--- config.mk ---
export PLATFORM = sky130hd
export DESIGN_NAME = eia_front
export DESIGN_NICKNAME = d
export VERILOG_FILES = /design/src/hdl/assert_macros.svh /design/src/hdl/eia_pkg.sv /design/src/hdl/eia_front.sv
export SDC_FILE = /design/constraint.sdc
export NUM_CORES = 1
export LEC_CHECK = 0
export ABC_AREA = 0
export BUFFER_PORTS_ARGS = -buffer_cell sky130_fd_sc_hd__buf_2
export CAP_MARGIN = 20
export CELL_PAD_IN_SITES_DETAIL_PLACEMENT = 1
export CELL_PAD_IN_SITES_GLOBAL_PLACEMENT = 1
export CORE_AREA = 8 8 160 162
export DETAILED_ROUTE_END_ITERATION = 10
export DIE_AREA = 0 0 168 170
export PLACE_DENSITY_LB_ADDON = 0.1
export REMOVE_ABC_BUFFERS = 1
export SYNTH_ARGS = -nofsm -noshare
export SYNTH_HDL_FRONTEND = slang
export SYNTH_SLANG_ARGS = --single-unit
--- constraint.sdc ---
create_clock -name vclk -period 6.57
set_clock_uncertainty 0.1 [all_clocks]
set_input_delay 0.9855 -clock vclk [all_inputs]
set_output_delay 0.9855 -clock vclk [all_outputs]
set_load 0.005 [all_outputs]
--- src/hdl/assert_macros.svh ---
// Shared assertion macros; clk and rst_n are taken from the including module.
`ifndef ASSERT_MACROS_SVH
`define ASSERT_MACROS_SVH

// Property that must hold at every edge outside reset
`define ASSERT_ALWAYS(lbl, prop) \
  lbl: assert property (@(posedge clk) disable iff (!rst_n) (prop)) \
    else $error("assertion failed");

// Implication checked at every edge outside reset
`define ASSERT_IMPLY(lbl, ante, cons) \
  lbl: assert property (@(posedge clk) disable iff (!rst_n) (ante) |-> (cons)) \
    else $error("assertion failed");

`endif

--- src/hdl/eia_pkg.sv ---
package eia_pkg;

  localparam int VW = 32;
  localparam int DIV_STEPS = VW;
  localparam int QDEPTH = 4;

  localparam logic [VW-1:0] VMAX = {1'b0, {(VW-1){1'b1}}};
  localparam logic [VW-1:0] VMIN = {1'b1, {(VW-1){1'b0}}};

  // operand and result kinds
  localparam logic [1:0] KIND_FIN = 2'd0;
  localparam logic [1:0] KIND_POS = 2'd1;
  localparam logic [1:0] KIND_NEG = 2'd2;
  localparam logic [1:0] KIND_BAD = 2'd3;

  // commands
  localparam logic [3:0] CMD_ADD = 4'd0;
  localparam logic [3:0] CMD_SUB = 4'd1;
  localparam logic [3:0] CMD_MUL = 4'd2;
  localparam logic [3:0] CMD_DIV = 4'd3;
  localparam logic [3:0] CMD_REM = 4'd4;
  localparam logic [3:0] CMD_NEG = 4'd5;
  localparam logic [3:0] CMD_INC = 4'd6;
  localparam logic [3:0] CMD_DEC = 4'd7;
  localparam logic [3:0] CMD_CMP = 4'd8;

  // error codes
  localparam logic [1:0] ERR_NONE  = 2'd0;
  localparam logic [1:0] ERR_INDET = 2'd1;
  localparam logic [1:0] ERR_DIVZ  = 2'd2;

  typedef enum logic [1:0] {
    OP_DIRECT,
    OP_MUL,
    OP_DIV,
    OP_REM
  } op_t;

  typedef struct packed {
    logic [1:0]    kind;
    logic [VW-1:0] value;
    logic [1:0]    err;
    logic          ord;
    logic          lt;
    logic          eq;
    logic          gt;
  } result_t;

  typedef struct packed {
    op_t           op;
    logic          neg;
    logic [VW-1:0] mag_a;
    logic [VW-1:0] mag_b;
    result_t       res;
  } work_t;

endpackage

--- src/hdl/eia_front.sv ---
module eia_front (
  input  logic [3:0]          command,
  input  logic [1:0]          a_kind,
  input  logic [eia_pkg::VW-1:0] a_value,
  input  logic [1:0]          b_kind,
  input  logic [eia_pkg::VW-1:0] b_value,
  output eia_pkg::work_t      work
);
  import eia_pkg::*;

  logic          a_fin, b_fin, a_zero, b_zero, a_sn, b_sn, a_ng, b_ng;
  logic [VW-1:0] a_mag, b_mag;
  logic [VW:0]   sum, dif;
  logic          inf_neg;

  assign a_fin  = (a_kind == KIND_FIN);
  assign b_fin  = (b_kind == KIND_FIN);
  assign a_zero = (a_value == '0);
  assign b_zero = (b_value == '0);
  assign a_sn   = a_value[VW-1];
  assign b_sn   = b_value[VW-1];
  assign a_mag  = a_sn ? (~a_value + 1'b1) : a_value;
  assign b_mag  = b_sn ? (~b_value + 1'b1) : b_value;
  assign sum    = {a_sn, a_value} + {b_sn, b_value};
  assign dif    = {a_sn, a_value} - {b_sn, b_value};
  // sign of each operand, infinities included
  assign a_ng   = (a_kind == KIND_NEG) || (a_fin && a_sn);
  assign b_ng   = (b_kind == KIND_NEG) || (b_fin && b_sn);
  assign inf_neg = a_ng ^ b_ng;

  function automatic result_t mk(input logic [1:0] k, input logic [VW-1:0] v);
    result_t r;
    r = '0;
    r.kind  = k;
    r.value = (k == KIND_POS) ? VMAX : (k == KIND_NEG) ? VMIN : v;
    return r;
  endfunction

  function automatic result_t fail(input logic [1:0] e);
    result_t r;
    r = '0;
    r.err = e;
    return r;
  endfunction

  function automatic logic [1:0] flip(input logic [1:0] k);
    return (k == KIND_POS) ? KIND_NEG : KIND_POS;
  endfunction

  // classify the request: settle everything but the long arithmetic here
  always_comb begin
    work       = '0;
    work.op    = OP_DIRECT;
    work.mag_a = a_mag;
    work.mag_b = b_mag;
    if ((command <= CMD_REM) && (a_kind == KIND_BAD || b_kind == KIND_BAD)) begin
      work.res = fail(ERR_INDET);
    end else if ((command >= CMD_NEG) && (command <= CMD_DEC) && (a_kind == KIND_BAD)) begin
      work.res = fail(ERR_INDET);
    end else begin
      unique case (command)
        CMD_ADD: begin
          if (!a_fin && !b_fin) work.res = (a_kind == b_kind) ? mk(a_kind, '0) : fail(ERR_INDET);
          else if (!a_fin) work.res = mk(a_kind, '0);
          else if (!b_fin) work.res = mk(b_kind, '0);
          else if (sum[VW] != sum[VW-1]) work.res = mk(sum[VW] ? KIND_NEG : KIND_POS, '0);
          else work.res = mk(KIND_FIN, sum[VW-1:0]);
        end
        CMD_SUB: begin
          if (!a_fin && !b_fin) work.res = (a_kind != b_kind) ? mk(a_kind, '0) : fail(ERR_INDET);
          else if (!a_fin) work.res = mk(a_kind, '0);
          else if (!b_fin) work.res = mk(flip(b_kind), '0);
          else if (dif[VW] != dif[VW-1]) work.res = mk(dif[VW] ? KIND_NEG : KIND_POS, '0);
          else work.res = mk(KIND_FIN, dif[VW-1:0]);
        end
        CMD_MUL: begin
          if (!a_fin || !b_fin) begin
            if ((a_fin && a_zero) || (b_fin && b_zero)) work.res = fail(ERR_INDET);
            else work.res = mk(inf_neg ? KIND_NEG : KIND_POS, '0);
          end else begin
            work.op  = OP_MUL;
            work.neg = a_sn ^ b_sn;
          end
        end
        CMD_DIV: begin
          if (b_fin && b_zero) work.res = fail(ERR_DIVZ);
          else if (!a_fin) begin
            if (!b_fin) work.res = fail(ERR_INDET);
            else work.res = mk(inf_neg ? KIND_NEG : KIND_POS, '0);
          end else if (a_zero || !b_fin) work.res = mk(KIND_FIN, '0);
          else begin
            work.op  = OP_DIV;
            work.neg = a_sn ^ b_sn;
          end
        end
        CMD_REM: begin
          if (b_fin && b_zero) work.res = fail(ERR_DIVZ);
          else if (a_fin && a_zero) work.res = mk(KIND_FIN, '0);
          else if (a_fin && !b_fin) work.res = mk(KIND_FIN, a_value);
          else if (b_fin && b_mag == {{(VW-1){1'b0}}, 1'b1}) work.res = mk(KIND_FIN, '0);
          else if (!a_fin) work.res = fail(ERR_INDET);
          else begin
            work.op  = OP_REM;
            work.neg = a_sn;
          end
        end
        CMD_NEG: begin
          if (!a_fin) work.res = mk(flip(a_kind), '0);
          else if (a_value == VMIN) work.res = mk(KIND_POS, '0);
          else work.res = mk(KIND_FIN, ~a_value + 1'b1);
        end
        CMD_INC: begin
          if (!a_fin) work.res = mk(a_kind, '0);
          else if (a_value == VMAX) work.res = mk(KIND_POS, '0);
          else work.res = mk(KIND_FIN, a_value + 1'b1);
        end
        CMD_DEC: begin
          if (!a_fin) work.res = mk(a_kind, '0);
          else if (a_value == VMIN) work.res = mk(KIND_NEG, '0);
          else work.res = mk(KIND_FIN, a_value - 1'b1);
        end
        CMD_CMP: begin
          if (a_fin && b_fin) begin
            work.res.ord = 1'b1;
            work.res.lt  = $signed(a_value) <  $signed(b_value);
            work.res.eq  = a_value == b_value;
            work.res.gt  = $signed(a_value) >  $signed(b_value);
          end
        end
        default: work.res = '0;
      endcase
    end
  end

endmodule

==> reports/results.ini, run 1 <==
[floorplanning]
core-area_sq_um = 23100
initial_core_util_pct = 40.4
rows = 56
ios = 179
die_x_microns = 168
die_area_sq_um = 28600
die-height_microns = 170

[flow_run]
cap_violations = 0

[routing]
wl_microns = 51800
drc = 0
ant_nets = 0
viasPerCell = 6.44
vias = 13100
first_pass_iters = 5
wl_per_cell_microns = 25.4
initialDrtViolationCount = 1189

[placed_design]
io_buffers = 179
gp_congestion = 0.991
dp_hpwl_microns = 41900
dpl_cell_area_sq_um = 11300

[grt]
grt_pass1_vias = 13400
grt.overflow.total = 0
grt_max_degree = 50
grt_usage_pct = 34.4
antenna_found_initial = 0
grt_first_pass_wirelength_microns = 78400

[timing]
hold_viol_final = 0
holdWs_ps = 2180
worst_pin_slew_ps = 993
slew_headroom_pct = 33.8
min_period_ps = 6370
fin_setup_tns_ps = 0
timing.fmax_ghz = 0.157
setup_viol = 0
slew_violations = 0
fin_crit_sh_pct = 96.9

[status]
status = complete, no violations

[finish]
nFillCells = 3252
final_util_pct = 49.6
seqCellArea_sq_um = 0
design.seq.count = 0
clkbuf_count = 0
nets = 1896
diodes = 0
fin_area_sq_um = 11400
area_delta_synth_final_pct = 22.6
layout-drive-gt1-share_pct = 22.2

[setup_path]
critPathRequiredTime_ps = 5480
crit_fanout = 4
crit_type = in2out
end_kind = primary output
cp-start-kind = input port
worst_ep_arrival_time_ps = 5280

[power_and_ir_drop]
p_total_uw = 1010
p_leak_uw = 0.00502
ir_drop_v = 0.0000505
p_per_area_nw_per_um2 = 88.1

[synthesis]
yosys_warnings = 0
syn_inst = 1527
syn-mean-instance-area_sq_um = 6.10
ys_types = 79
ys_seq_area_share_pct = 0
netlist_area_sq_um = 9320

[min_path]
hold_class = in2out

==> synthesized netlist by cell type, types with 9 or more instances <==
cell type / instances / area [sq um]
a211oi_1: 22 / 165
a21boi_0: 9 / 67.6
a21o_1: 20 / 150
a21oi_1: 151 / 756
a31oi_1: 39 / 244
and2_1: 14 / 87.6
and3_1: 20 / 125
buf_2: 12 / 60.1
clkbuf_1: 103 / 387
ha_1: 73 / 913
inv_1: 78 / 293
mux2i_1: 10 / 100
nand2_1: 141 / 529
nand2b_1: 24 / 150
nand3_1: 38 / 190
nand4_1: 22 / 138
nor2_1: 140 / 526
nor2b_1: 17 / 106
nor3_1: 45 / 225
nor4_1: 23 / 144
o211ai_1: 19 / 143
o21ai_0: 137 / 686
o21bai_1: 9 / 67.6
o31ai_1: 25 / 188
or3_1: 19 / 119
xnor2_1: 127 / 1110
xor2_1: 23 / 201
==> worst max-delay path, cell delays in order <==
cell	delay, ps
buf_2	100
inv_1	80
ha_1	250
nor2b_1	150
o2111ai_1	250
nand2_1	130
a31oi_1	190
buf_4	150
o21ai_0	90
buf_4	170
a41oi_4	280
o31ai_2	110
a21o_1	180
a21o_1	200
xor2_1	250
ha_1	310
nor2_1	100
nor2_1	70
o21ai_1	250
o21ai_0	150
buf_4	170
nand2_1	90
buf_4	190
o211ai_1	180
buf_2	180
==> layout by cell type, fill, tap and decap left out, drive strengths merged, types with 8 or more instances in the layout <==
cell type and instances:
a2111oi 8, a211oi 24, a21boi 9, a21o 20
a21oi 151, a31oi 39, a41oi 8, and2 15
and3 20, and4 8, buf 348, ha 73
inv 78, mux2i 10, nand2 141, nand2b 24
nand3 38, nand4 22, nor2 140, nor2b 17
nor3 48, nor4 24, o211ai 19, o21ai 140
o21bai 9, o31a 8, o31ai 25, or2 9
or3 19, or4 11, xnor2 127, xor2 23
==> metrics by stage <==
step	setup slack, ps	instances
detailed placement	-171	2035
CTS	5.93	2035
finish	201	2037
floorplan	243	1399
global placement	13.2	2035
global route	-17.5	2037
==> kinds of logic (layout without fill, tap and decap cells) <==
| group | after synthesis | after routing | share of synthesized area, % |
|---|---|---|---|
| XOR/XNOR | 150 | 150 | 14.1 |
| AND/OR/NAND/NOR | 545 | 545 | 29.0 |
| AO/OA/AOI/OAI | 538 | 538 | 36.6 |
| buffers and inverters | 207 | 427 | 8.82 |
| adder cells (fa/ha/maj) | 75 | 75 | 10.2 |
| multiplexers | 12 | 12 | 1.32 |
==> layout make-up <==
type                       count  area, sq um  area share [%]
multi-input combinational   1320         8580            75.1
timing repair buffer         348         2180            19.1
tap                          290          363            3.18
inverter                      79          297            2.60
==> timing repair <==
item,4_1_cts,5_1_grt
setup endpoints to repair,21,31
pin swaps,0,4
hold buffers,0,0
gates resized for setup,5,16
buffers inserted,0,2
==> path summary, 6_finish.rpt <==
check         from        to  slack (ps)  depth (start not counted)
max     b_value[1]  work[16]         200                         25
min    b_value[24]  work[64]        2180                          3
==> where the power goes <==
part	leakage (uW)	internal (uW)	switching, uW
clock network	0	0	0
logic	0.00502	386	620
registers	0	0	0
total	0.00502	386	620
==> layer usage <==
metal	vias up	global-route usage, %	routed length (microns)
met3	122	5.35	4710
met2	657	56.5	23300
met1	6375	44.0	21500
met4	0	15.2	2360
li1	5973	-	-
met5	-	0	0
Note: power is estimated with default switching activity, not from simulation.
==> inputs of run 2 (changes only) <==
--- a/config.mk
+++ b/config.mk
@@ -14,6 +14,7 @@
 export DETAILED_ROUTE_END_ITERATION = 10
 export DIE_AREA = 0 0 168 170
 export PLACE_DENSITY_LB_ADDON = 0.1
+export RECOVER_POWER = 100
 export REMOVE_ABC_BUFFERS = 1
 export SYNTH_ARGS = -nofsm -noshare
 export SYNTH_HDL_FRONTEND = slang
==> run 2 against run 1 <==
Net effect:
- the run now ends with capacitance limit, slew limit left
- worst setup slack improved by 3.1 ps
- final area down 0.97%
- worst hold slack lost 21 ps
==> reports/results.ini, run 2 (same netlist as run 1, synthesis figures left out) <==
[status]
violations = capacitance limit, slew limit
status = complete, but fails checks

[finish]
nFillCells = 3272  ; +0.62%
instances_no_fill = 2037  ; unchanged
diodes = 0  ; unchanged
clkbuf_count = 0  ; unchanged
layout-drive-gt1-share_pct = 18.7  ; -3.4 points
nets = 1896  ; unchanged
final_cell_mix = buf_4, a21oi_1, nand2_1
seqCellArea_sq_um = 0  ; unchanged
design.seq.count = 0  ; unchanged
area_delta_synth_final_pct = 21.5
final_common_cell = buf_4
fin_area_sq_um = 11300  ; -0.97%

[floorplanning]
core-area_sq_um = 23100  ; unchanged
ios = 179  ; unchanged
die-height_microns = 170  ; unchanged
rows = 56  ; unchanged
die_x_microns = 168  ; unchanged
die_area_sq_um = 28600  ; unchanged
initial_core_util_pct = 40.4  ; unchanged

[placed_design]
dp_hpwl_microns = 41900  ; unchanged
io_buffers = 179  ; unchanged
gp_congestion = 0.991  ; unchanged
dp.cells = 2035  ; unchanged
dpl_cell_area_sq_um = 11300  ; unchanged

[timing]
slew_violations = 50  ; +50
holdWs_ps = 2160  ; -20.6 ps
min_period_ps = 6370  ; -3.13 ps
timing.fmax_ghz = 0.157  ; about the same
hold_viol_final = 0  ; unchanged
slew_headroom_pct = -51.2  ; -85 points
worst_pin_slew_ps = 2270  ; +1270 ps
fin_crit_sh_pct = 96.9  ; about the same
setup_viol = 0  ; unchanged

[setup_path]
crit_slowest_cell = ha_1
crit_fanout = 4  ; unchanged
crit_type = in2out
path_delay_family = compound AO/OA/AOI/OAI gates
max_stage_delay_ps = 330  ; +20 ps
worst_ep_arrival_time_ps = 5280  ; about the same
cp-start-kind = input port
cp_num_buf_inv = 7  ; unchanged
crit_top_cell = buf_4
end_kind = primary output
critPathRequiredTime_ps = 5480  ; about the same

[routing]
viasPerCell = 6.45  ; +0.13%
drc = 0  ; unchanged
initialDrtViolationCount = 1134  ; -4.6%
vias = 13100  ; +0.13%
wl_microns = 51700  ; -0.18%
ant_nets = 0  ; unchanged
wl_per_cell_microns = 25.4  ; -0.18%
first_pass_iters = 7  ; +2

[power_and_ir_drop]
p_per_area_nw_per_um2 = 88.1  ; about the same
p_total_uw = 997  ; -0.92%
ir_drop_v = 0.0000493  ; -2.3%
p_leak_uw = 0.00485  ; -3.4%

[grt]
grt.overflow.total = 0  ; unchanged
grt_max_degree = 50  ; unchanged
grt_usage_pct = 34.4  ; unchanged
grt_pass1_vias = 13400  ; unchanged
grt_first_pass_wirelength_microns = 78400  ; unchanged
antenna_found_initial = 0  ; unchanged

[min_path]
hold_class = in2out

[flow_run]
cap_violations = 1  ; +1

[run 2: path summary, 6_finish.rpt]
check | from | endpoint | slack [ps] | cells after the start
setup / recovery | b_value[1] | work[16] | 200 | 25
hold / removal | b_value[24] | work[64] | 2160 | 3
[run 2: layer usage]
layer	global-route usage (%)	vias to the layer above	wire, microns
li1	-	5975	-
met1	44.0	6360	21400
met2	56.5	677	23200
met3	5.35	132	4750
met4	15.2	0	2420
met5	0	-	0
[run 2: metrics by stage]
stage | TNS (ps) | worst slack [ps] | util, %
global placement | 0 | 13.2 | 49.1
global route | -51.2 | -18.3 | 49.1
finish | 0 | 204 | 49.1
detailed placement | -1310 | -171 | 49.1
CTS | 0 | 5.93 | 49.2
floorplan | 0 | 243 | -
[run 2: worst min-delay path: cells and delay by family]
kind                      cells  cell delay [ps]
xor gates and xnor gates      1               70
buffers and inverters         2              210
[run 2: layout make-up]
cell class | instances | area, sq um | share of cell area [%]
Tap cell | 290 | 363 | 3.21
Timing Repair Buffer | 348 | 2090 | 18.5
Inverter | 79 | 297 | 2.62
Multi-Input combinational cell | 1320 | 8560 | 75.7
[run 2: where the power goes]
group          total, uW  switching [uW]  internal [uW]  leakage [uW]
Combinational        997             619            378       0.00485
Clock                  0               0              0             0
Sequential             0               0              0             0
Total                997             619            378       0.00485
[run 2: timing repair]
| action | in CTS | in global routing |
|---|---|---|
| hold buffers | 0 | 0 |
| gates resized for setup | 5 | 16 |
| pin swaps | 0 | 4 |
| setup buffers | 0 | 2 |
| endpoints found under the setup margin | 21 | 31 |
