## src/hdl/assert_macros.svh

```systemverilog
// Shared assertion macros; clk and rst_n are taken from the including module.
`ifndef ASSERT_MACROS_SVH
`define ASSERT_MACROS_SVH

// Property that must hold at every edge outside reset
`define ASSERT_ALWAYS(lbl, prop) \
  lbl: assert property (@(posedge clk) disable iff (!rst_n) (prop)) \
    else $error("assertion failed");

// Implication checked at every edge outside reset
`define ASSERT_IMPLY(lbl, ante, cons) \
  lbl: assert property (@(posedge clk) disable iff (!rst_n) (ante) |-> (cons)) \
    else $error("assertion failed");

`endif

```

## src/hdl/eia_pkg.sv

```systemverilog
package eia_pkg;

  localparam int VW = 32;
  localparam int DIV_STEPS = VW;
  localparam int QDEPTH = 4;

  localparam logic [VW-1:0] VMAX = {1'b0, {(VW-1){1'b1}}};
  localparam logic [VW-1:0] VMIN = {1'b1, {(VW-1){1'b0}}};

  // operand and result kinds
  localparam logic [1:0] KIND_FIN = 2'd0;
  localparam logic [1:0] KIND_POS = 2'd1;
  localparam logic [1:0] KIND_NEG = 2'd2;
  localparam logic [1:0] KIND_BAD = 2'd3;

  // commands
  localparam logic [3:0] CMD_ADD = 4'd0;
  localparam logic [3:0] CMD_SUB = 4'd1;
  localparam logic [3:0] CMD_MUL = 4'd2;
  localparam logic [3:0] CMD_DIV = 4'd3;
  localparam logic [3:0] CMD_REM = 4'd4;
  localparam logic [3:0] CMD_NEG = 4'd5;
  localparam logic [3:0] CMD_INC = 4'd6;
  localparam logic [3:0] CMD_DEC = 4'd7;
  localparam logic [3:0] CMD_CMP = 4'd8;

  // error codes
  localparam logic [1:0] ERR_NONE  = 2'd0;
  localparam logic [1:0] ERR_INDET = 2'd1;
  localparam logic [1:0] ERR_DIVZ  = 2'd2;

  typedef enum logic [1:0] {
    OP_DIRECT,
    OP_MUL,
    OP_DIV,
    OP_REM
  } op_t;

  typedef struct packed {
    logic [1:0]    kind;
    logic [VW-1:0] value;
    logic [1:0]    err;
    logic          ord;
    logic          lt;
    logic          eq;
    logic          gt;
  } result_t;

  typedef struct packed {
    op_t           op;
    logic          neg;
    logic [VW-1:0] mag_a;
    logic [VW-1:0] mag_b;
    result_t       res;
  } work_t;

endpackage

```

## src/hdl/eia_queue.sv

```systemverilog
`include "assert_macros.svh"

module eia_queue (
  input  logic            clk,
  input  logic            rst_n,
  input  logic            push,
  input  eia_pkg::work_t  push_data,
  output logic            full,
  input  logic            pop,
  output logic            head_valid,
  output eia_pkg::work_t  head_data
);
  import eia_pkg::*;

  localparam int PW = $clog2(QDEPTH);

  work_t         mem_r [QDEPTH];
  logic [PW-1:0] wr_ptr_r, rd_ptr_r;
  logic [PW:0]   cnt_r, cnt_nxt;
  logic          do_push, do_pop;

  assign full       = (cnt_r == QDEPTH[PW:0]);
  assign head_valid = (cnt_r != '0);
  assign head_data  = mem_r[rd_ptr_r];
  assign do_push    = push && !full;
  assign do_pop     = pop && head_valid;

  // track fill level
  always_comb begin
    cnt_nxt = cnt_r;
    if (do_push && !do_pop) cnt_nxt = cnt_r + 1'b1;
    else if (!do_push && do_pop) cnt_nxt = cnt_r - 1'b1;
  end

  // advance pointers
  always_ff @(posedge clk) begin
    if (!rst_n) begin
      wr_ptr_r <= '0;
      rd_ptr_r <= '0;
      cnt_r    <= '0;
    end else begin
      cnt_r <= cnt_nxt;
      if (do_push) wr_ptr_r <= wr_ptr_r + 1'b1;
      if (do_pop)  rd_ptr_r <= rd_ptr_r + 1'b1;
    end
  end

  // store entries
  always_ff @(posedge clk) begin
    if (do_push) mem_r[wr_ptr_r] <= push_data;
  end

  `ASSERT_ALWAYS(a_cnt_bound, cnt_r <= QDEPTH[PW:0])
  `ASSERT_IMPLY(a_ptr_gap, cnt_r == '0, wr_ptr_r == rd_ptr_r)

endmodule

```

## config.mk

```make
export PLATFORM = sky130hd
export DESIGN_NAME = eia_queue
export DESIGN_NICKNAME = d
export VERILOG_FILES = /design/src/hdl/eia_pkg.sv /design/src/hdl/eia_queue.sv
export VERILOG_INCLUDE_DIRS = /design/src /design/src/hdl
export SDC_FILE = /design/constraint.sdc
export NUM_CORES = 1
export LEC_CHECK = 0
export BUFFER_PORTS_ARGS = -buffer_cell sky130_fd_sc_hd__buf_2
export CAP_MARGIN = 20
export CORE_MARGIN = 4
export CORE_UTILIZATION = 40
export DETAILED_ROUTE_END_ITERATION = 7
export SETUP_SLACK_MARGIN = 0.05
export SLEW_MARGIN = 20
export SYNTH_ARGS = -nofsm -noshare
export SYNTH_HDL_FRONTEND = slang
export SYNTH_SLANG_ARGS = --single-unit
```

## constraint.sdc

```tcl
create_clock -name clk -period 3.45 [get_ports clk]
set_input_delay 0.345 -clock clk [delete_from_list [all_inputs] [get_ports clk]]
set_output_delay 0.345 -clock clk [all_outputs]
set_load 0.02 [all_outputs]
```

==> out/results.tsv, run 1 <==
stage	metric	value	unit
floorplanning	starting density of the core	40.7	%
timing	setup tns final	0	ps
power	LEAKAGE	0.00681	uW
detailed_routing	initial drt markers	502	
finish	area added between synthesis and finish	27.2	%
detailed_routing	via count	7655	
detailed_routing	routed via count divided by cell count	5.03	
flow_run	number of max-cap violations	0	
clocking	number of sinks driven by the clock tree	437	
grt	Congestion Overflow GR	0	
synth	synthesized area divided by synthesized cell count	26.2	um^2
timing	number of hold violations in the final report	0	
detailed_routing	DRC Markers	0	
detailed_routing	Post-Route WL	31600	um
grt	pin count of the biggest net entering global routing	64	
synth	Post-Synth Adder-Cell Area	0.520	%
worst_setup_path	cells traversed along the worst timing path	buf_12, mux4_2, buf_2	
worst_setup_path	worst-case register-to-register setup slack	980	ps
timing	final cycle utilization of the critical path	78.2	%
clocking	latest clock arrival within the worst-skew pair	560	ps
min_path	hold worst-path end	wr_ptr_r[0]	
worst_setup_path	kind of launch point of the worst setup path	register	
synth	post-synthesis sequential element count	437	
clocking	H-tree lvl count	2	
min_path	Hold Crit Depth	3	
placement	RD Place Congestion	0.674	
clocking	setup fix buffers added after clock tree synthesis	0	
floorplanning	core region area	0.0390	mm^2
worst_setup_path	reg-to-reg critical path startpoint	cnt_r[0]	
floorplanning	vertical die dimension	207	um
power	largest vdd supply drop	0.000457	V
synth	sequential element share of the synthesized area	82.0	%
placement	DPL Wire Length	18500	um
placement	count of buffers from port buffering	219	
timing	Slew Limit Headroom	53.5	%
synth	share of the synthesized area in the top cell type	80.9	%
clocking	register clock-pin slew on the reported worst setup and hold paths	60	ps
synth	cell types with the largest area share after synthesis	sky130_fd_sc_hd__edfxtp_1, sky130_fd_sc_hd__mux4_2, sky130_fd_sc_hd__dfxtp_1	
worst_setup_path	data arrival time of the critical path	2350	ps
timing	highest achievable clock rate	0.371	GHz
worst_setup_path	Buffers & Inverters on Critical Path	2	
timing	final setup violating endpoints	0	
worst_setup_path	cell at the slowest stage of the critical path	sky130_fd_sc_hd__dfxtp_4	
grt	GRT Overall Usage	14.7	%
floorplanning	Boundary Pins	220	
detailed_routing	average detailed-routed wire length per instance	20.8	um
min_path	worst min path class	in -> reg	
min_path	Worst Hold Launch	rst_n	
timing	Slew @ Worst Pin	697	ps
clocking	buffer type at the clock tree root	sky130_fd_sc_hd__clkbuf_16	
timing	Layout Skew	11.3	ps
finish	fraction of layout instances using a drive strength above 1	40.6	%
timing	Hold Worst Slack	121	ps
worst_setup_path	endpoint kind of the worst setup timing path	output pin	
finish	ant diodes	0	
synth	Warnings, synthesis	0	
grt	wire length of the first global-routing pass	49400	um
worst_setup_path	WP data required	3110	ps
grt	via count of the first global-routing pass	8304	
floorplanning	chip width	207	um
synth	gate count after technology mapping	607	
synth	compound-cell area share of the yosys netlist	0.181	%
worst_setup_path	Worst path max stage delay	640	ps
synth	fraction of synthesized cell area in xor and xnor cells	0.220	%
worst_setup_path	Max FO, Critical Path	34	
floorplanning	Die ar.	0.0430	mm^2
clocking	number of clock buffers inserted by TritonCTS	47	
worst_setup_path	worst reg-to-reg path cell count	8	
worst_setup_path	cell family contributing the most delay on the critical path	flip-flops	
synth	nets in the synthesized netlist	724	
power	power density over cell area	746	mW/mm^2
synth	main combinational cell family by area after synthesis	multiplexers	
worst_setup_path	worst reg2reg endpoint	cnt_r[2]	
detailed_routing	Detailed Routing Iterations Pass 1	4	
timing	clock period minus final worst setup slack	2700	ps
worst_setup_path	critical path type	reg -> out	
outcome	result of the run	finished, final reports clean	
synth	share of synthesized cell area in and, or, nand and nor gates	0.614	%
timing	number of pins with negative max-slew slack in the final report	0	
synth	Yosys top cell by area	sky130_fd_sc_hd__edfxtp_1	
detailed_routing	remaining number of nets flagged by the antenna check after routing	0	
synth	number of different library cells in the post-synthesis netlist	22	
synth	area of the mapped netlist	0.0159	mm^2
floorplanning	row count	72	
synth	proportion of synthesized area in mux cells	15.4	%
timing	setup repair after global routing missed its margin	false	
clocking	Max Buffers Root-to-Sink	3	
finish	Total Nets Final	1087	
clocking	clock tree from TritonCTS	yes	
grt	number of antenna violations at the first check in global routing	2	
## final cells by class
class / instances / area [um^2]
flip-flops and latches: 437 / 13000
clock buffers: 61 / 1230
multi-input cells: 141 / 2690
repair buffers: 340 / 2400
clock inverters: 23 / 198
fillers: 3031 / 18800
inverters: 3 / 11.3
well taps: 518 / 648
## tightest hold or removal path: stages
cell                      delay, ps
sky130_fd_sc_hd__buf_2          160
sky130_fd_sc_hd__nand2_1         80
sky130_fd_sc_hd__mux2i_1         50
## routing by layer
metal  part of all wire, %  global-route usage, %  vias to the layer above
met5                 0.092                      0                        -
met4                   2.1                   4.83                        4
met3                   6.6                   4.23                       51
met2                    48                   22.9                      230
met1                    43                   20.2                     4015
li1                      -                      -                     3355
## how the worst max path moves through the flow
stage,start,to,slack [ps],depth (start not counted)
after floorplan,cnt_r[0],mem_r[0][0],710,4
after global placement,cnt_r[0],cnt_r[2],1080,8
after detailed placement,cnt_r[0],cnt_r[2],990,8
after CTS,register,head_data[75],640,3
after global routing,register,head_data[50],590,3
final,register,head_data[50],750,3
## cells in the final DEF, fill, tap and decap left out, types with 5 or more instances in the layout
| master | Yosys | final |
|---|---|---|
| sky130_fd_sc_hd__clkinv_1 | 0 | 8 |
| sky130_fd_sc_hd__dfxtp_1 | 9 | 7 |
| sky130_fd_sc_hd__buf_2 | 12 | 219 |
| sky130_fd_sc_hd__mux4_2 | 107 | 107 |
| sky130_fd_sc_hd__clkbuf_1 | 9 | 14 |
| sky130_fd_sc_hd__ha_1 | 5 | 5 |
| sky130_fd_sc_hd__buf_12 | 0 | 10 |
| sky130_fd_sc_hd__clkinv_2 | 0 | 7 |
| sky130_fd_sc_hd__clkbuf_16 | 0 | 47 |
| sky130_fd_sc_hd__edfxtp_1 | 428 | 428 |
| sky130_fd_sc_hd__dlygate4sd3_1 | 0 | 107 |
## flip-flops by register name, indices dropped and copies added, names as in the netlist, named ones only
| name | flops |
|---|---|
| cnt_r | 3 |
| mem_r | 428 |
| rd_ptr_r | 2 |
| wr_ptr_r | 2 |
## report_power, final
group          internal [uW]  total, uW  switching (uW)
logic                   1640       3770            2120
registers               6450       6660             214
clock network           2730       4660            1930
## cells in the mapped netlist
cell type	number
sky130_fd_sc_hd__and2_1	8
sky130_fd_sc_hd__xor2_1	1
sky130_fd_sc_hd__or3_1	2
sky130_fd_sc_hd__edfxtp_1	428
sky130_fd_sc_hd__a21boi_0	1
sky130_fd_sc_hd__xnor2_1	3
sky130_fd_sc_hd__mux2i_1	3
sky130_fd_sc_hd__ha_1	5
sky130_fd_sc_hd__nor3b_1	1
sky130_fd_sc_hd__o31ai_1	1
sky130_fd_sc_hd__buf_8	4
sky130_fd_sc_hd__buf_2	12
sky130_fd_sc_hd__nor2b_1	2
sky130_fd_sc_hd__dfxtp_1	9
sky130_fd_sc_hd__clkbuf_1	9
sky130_fd_sc_hd__fa_1	1
sky130_fd_sc_hd__mux4_2	107
sky130_fd_sc_hd__nand2_1	4
sky130_fd_sc_hd__inv_1	3
sky130_fd_sc_hd__o311ai_0	1
sky130_fd_sc_hd__buf_6	1
sky130_fd_sc_hd__o21ai_0	1
## cell families after synthesis
| logic type | after synthesis |
|---|---|
| AOI/OAI and AO/OA | 4 |
| xor gates and xnor gates | 4 |
| adders and majority gates | 6 |
| buffers and inverters | 29 |
| DFF | 437 |
| muxes | 110 |
| and+or+nand+nor | 17 |
## timing repair
item | 4_1_cts | 5_1_grt
gates resized for setup | 0 | 0
hold buffers | 107 | 0
hold endpoints to repair | 428 | 0
## through the flow
| stage | cells | cell area (um^2) | setup WS, ps | utilization, % | total power, uW |
|---|---|---|---|---|---|
| after floorplan | 607 | 15900 | 707 | - | 9290 |
| after global placement | 1332 | 17700 | 1080 | 45.4 | 10500 |
| after detailed placement | 1332 | 17700 | 990 | 45.4 | 10500 |
| after CTS | 1523 | 20200 | 642 | 51.8 | 15400 |
| after global routing | 1523 | 20200 | 588 | 51.8 | 15800 |
| final | 1523 | 20200 | 753 | 51.8 | 15100 |
Power figures use the tool's default switching activity.
==> run 2: changes to the inputs <==
==> constraint.sdc (replaced) <==
create_clock -name clk -period 2.2 [get_ports clk]
set_input_delay 0.22 -clock clk [delete_from_list [all_inputs] [get_ports clk]]
set_output_delay 0.22 -clock clk [all_outputs]
set_load 0.02 [all_outputs]
==> run 2 against run 1 <==
Compared with the run above:
- combinational power up 99%
- critical path depth up 1
- sequential power up 55%
- via count down 0.89%
==> out/results.tsv, run 2 (synthesis results as in run 1) <==
stage	metric	value	unit
outcome	result of the run	finished, final reports clean	
timing	Slew Limit Headroom	71.9	%
detailed_routing	routed via count divided by cell count	4.90	
detailed_routing	average detailed-routed wire length per instance	20.6	um
floorplanning	vertical die dimension	207	um
timing	number of hold violations in the final report	0	
grt	global-route layer with the greatest usage	met2	
finish	most common cell after layout, fill and taps aside	sky130_fd_sc_hd__edfxtp_1	
detailed_routing	Detailed Routing Iterations Pass 1	4	
detailed_routing	via count	7587	
worst_setup_path	Max FO, Critical Path	10	
power	power density over cell area	1200	mW/mm^2
grt	routing usage on met2	24.3	%
clocking	number of sinks driven by the clock tree	437	
floorplanning	Die ar.	0.0430	mm^2
worst_setup_path	library cell appearing most often on the critical path	sky130_fd_sc_hd__buf_12	
floorplanning	starting density of the core	40.7	%
detailed_routing	Post-Route WL	31800	um
floorplanning	chip width	207	um
worst_setup_path	Buffers & Inverters on Critical Path	3	
worst_setup_path	kind of launch point of the worst setup path	register	
finish	fraction of layout instances using a drive strength above 1	43.2	%
worst_setup_path	cell family contributing the most delay on the critical path	multiplexers	
finish	number of filler cells placed in the layout	2922	
finish	combined flip-flop and latch cell area	0.0130	mm^2
timing	number of pins with negative max-slew slack in the final report	0	
worst_setup_path	data arrival time of the critical path	1980	ps
finish	leading cell types in the layout, fill and taps excluded	sky130_fd_sc_hd__edfxtp_1, sky130_fd_sc_hd__buf_2, sky130_fd_sc_hd__dlygate4sd3_1	
worst_setup_path	reg-to-reg critical path startpoint	cnt_r[2]	
finish	Biggest register	mem_r	
placement	RD Place Congestion	0.718	
power	LEAKAGE	0.00722	uW
timing	highest achievable clock rate	0.455	GHz
clocking	clock tree from TritonCTS	yes	
timing	Layout Skew	10.7	ps
grt	GRT Overall Usage	14.8	%
placement	DPL Wire Length	19200	um
worst_setup_path	cell at the slowest stage of the critical path	sky130_fd_sc_hd__mux4_2	
placement	count of buffers from port buffering	219	
clocking	latest clock arrival within the worst-skew pair	540	ps
clocking	Max Buffers Root-to-Sink	3	
detailed_routing	remaining number of nets flagged by the antenna check after routing	0	
finish	total area of multi-input combinational cells	0.00271	mm^2
grt	met3 Use GR	4.65	%
floorplanning	row count	72	
timing	clock period minus final worst setup slack	2200	ps
power	largest vdd supply drop	0.00103	V
worst_setup_path	Worst path max stage delay	530	ps
worst_setup_path	WP data required	1980	ps
grt	wire length of the first global-routing pass	50000	um
finish	flip-flop count of the largest register after layout	428	
detailed_routing	initial drt markers	410	
clocking	H-tree lvl count	2	
finish	top flop regs	mem_r: 428 flops, cnt_r: 3 flops	
timing	Slew @ Worst Pin	417	ps
min_path	Worst Hold Launch	pop	
worst_setup_path	cells traversed along the worst timing path	buf_12, buf_12, mux4_2, buf_2	
timing	setup tns final	0	ps
finish	Total Nets Final	1112	
worst_setup_path	endpoint kind of the worst setup timing path	output pin	
timing	final cycle utilization of the critical path	100	%
min_path	worst min path class	in -> reg	
grt	number of antenna violations at the first check in global routing	2	
worst_setup_path	critical path type	reg -> out	
timing	setup repair after global routing missed its margin	true	
clocking	buffer type at the clock tree root	sky130_fd_sc_hd__clkbuf_16	
detailed_routing	DRC Markers	0	
flow_run	number of max-cap violations	0	
clocking	register clock-pin slew on the reported worst setup and hold paths	60	ps
timing	final setup violating endpoints	0	
grt	via count of the first global-routing pass	8424	
grt	Congestion Overflow GR	0	
grt	pin count of the biggest net entering global routing	58	
floorplanning	core region area	0.0390	mm^2
finish	share of the core filled with cells in the final layout	54.4	%
clocking	number of clock buffers inserted by TritonCTS	45	
grt	met1 Usage GRT	19.6	%
floorplanning	Boundary Pins	220	
finish	area added between synthesis and finish	33.6	%
-- run 2: cell types whose count changed in the layout (fill, tap and decap cells not counted), moves of 3 or more --
cell	before	now
sky130_fd_sc_hd__buf_12	10	21
sky130_fd_sc_hd__buf_16	0	4
sky130_fd_sc_hd__buf_2	219	150
sky130_fd_sc_hd__buf_4	4	12
sky130_fd_sc_hd__buf_6	0	67
sky130_fd_sc_hd__bufinv_16	3	6
sky130_fd_sc_hd__clkbuf_1	14	8
sky130_fd_sc_hd__clkbuf_16	47	50
sky130_fd_sc_hd__inv_6	4	1
-- run 2: worst min-delay path: stages --
cell and delay [ps]:
sky130_fd_sc_hd__buf_2 120, sky130_fd_sc_hd__o311ai_0 130, sky130_fd_sc_hd__xnor2_1 70, sky130_fd_sc_hd__and2_1 150
-- run 2: path summary, 6_finish.rpt --
| kind | to | cells past startpoint | slack, ps |
|---|---|---|---|
| max | head_data[79] | 4 | 1 |
| min | register | 4 | 180 |
| max reg2reg | cnt_r[2] | 8 | 230 |
| min reg2reg | wr_ptr_r[0] | 2 | 510 |
-- run 2: metrics by stage --
stage / total power [uW] / cell area (um^2) / worst slack (ps) / cells / hold WS (ps)
after detailed placement: 16800 / 18000 / 91.9 / 1351 / 435
after CTS: 25200 / 20900 / -59.0 / 1543 / 141
after floorplan: 14600 / 15900 / 107 / 607 / 319
after global routing: 26600 / 21200 / -80.3 / 1549 / 173
after global placement: 16800 / 18000 / 177 / 1351 / 434
final: 25500 / 21200 / 1.06 / 1549 / 184
-- run 2: timing repair --
item                                    CTS  global route
cloned                                    0             3
endpoints found under the setup margin  107           107
hold buffers                            108             0
setup buffers                             3             1
endpoints found under the hold margin   437             0
resized for setup                        70            85
-- run 2: where the power goes --
group          switching (uW)  internal (uW)  total (uW)
clock network            2970           4660        7640
registers                 219          10100       10300
logic                    3740           3780        7520
total                    6930          18600       25500
-- run 2: layer usage --
layer | vias to the layer above | share of wire, %
met5 | - | 0
met4 | 0 | 1.6
met3 | 43 | 6.5
met2 | 204 | 49
met1 | 3942 | 43
li1 | 3398 | -
-- run 2: cell type report --
class / instances / area share (%)
sequential: 437 / 61.4
timing repair buffer: 367 / 15.6
multi-input combinational: 141 / 12.8
clock buffer: 57 / 5.81
tap: 518 / 3.05
clock inverter: 24 / 1.28
inverter: 3 / 0.0530
antenna: 2 / 0.0236
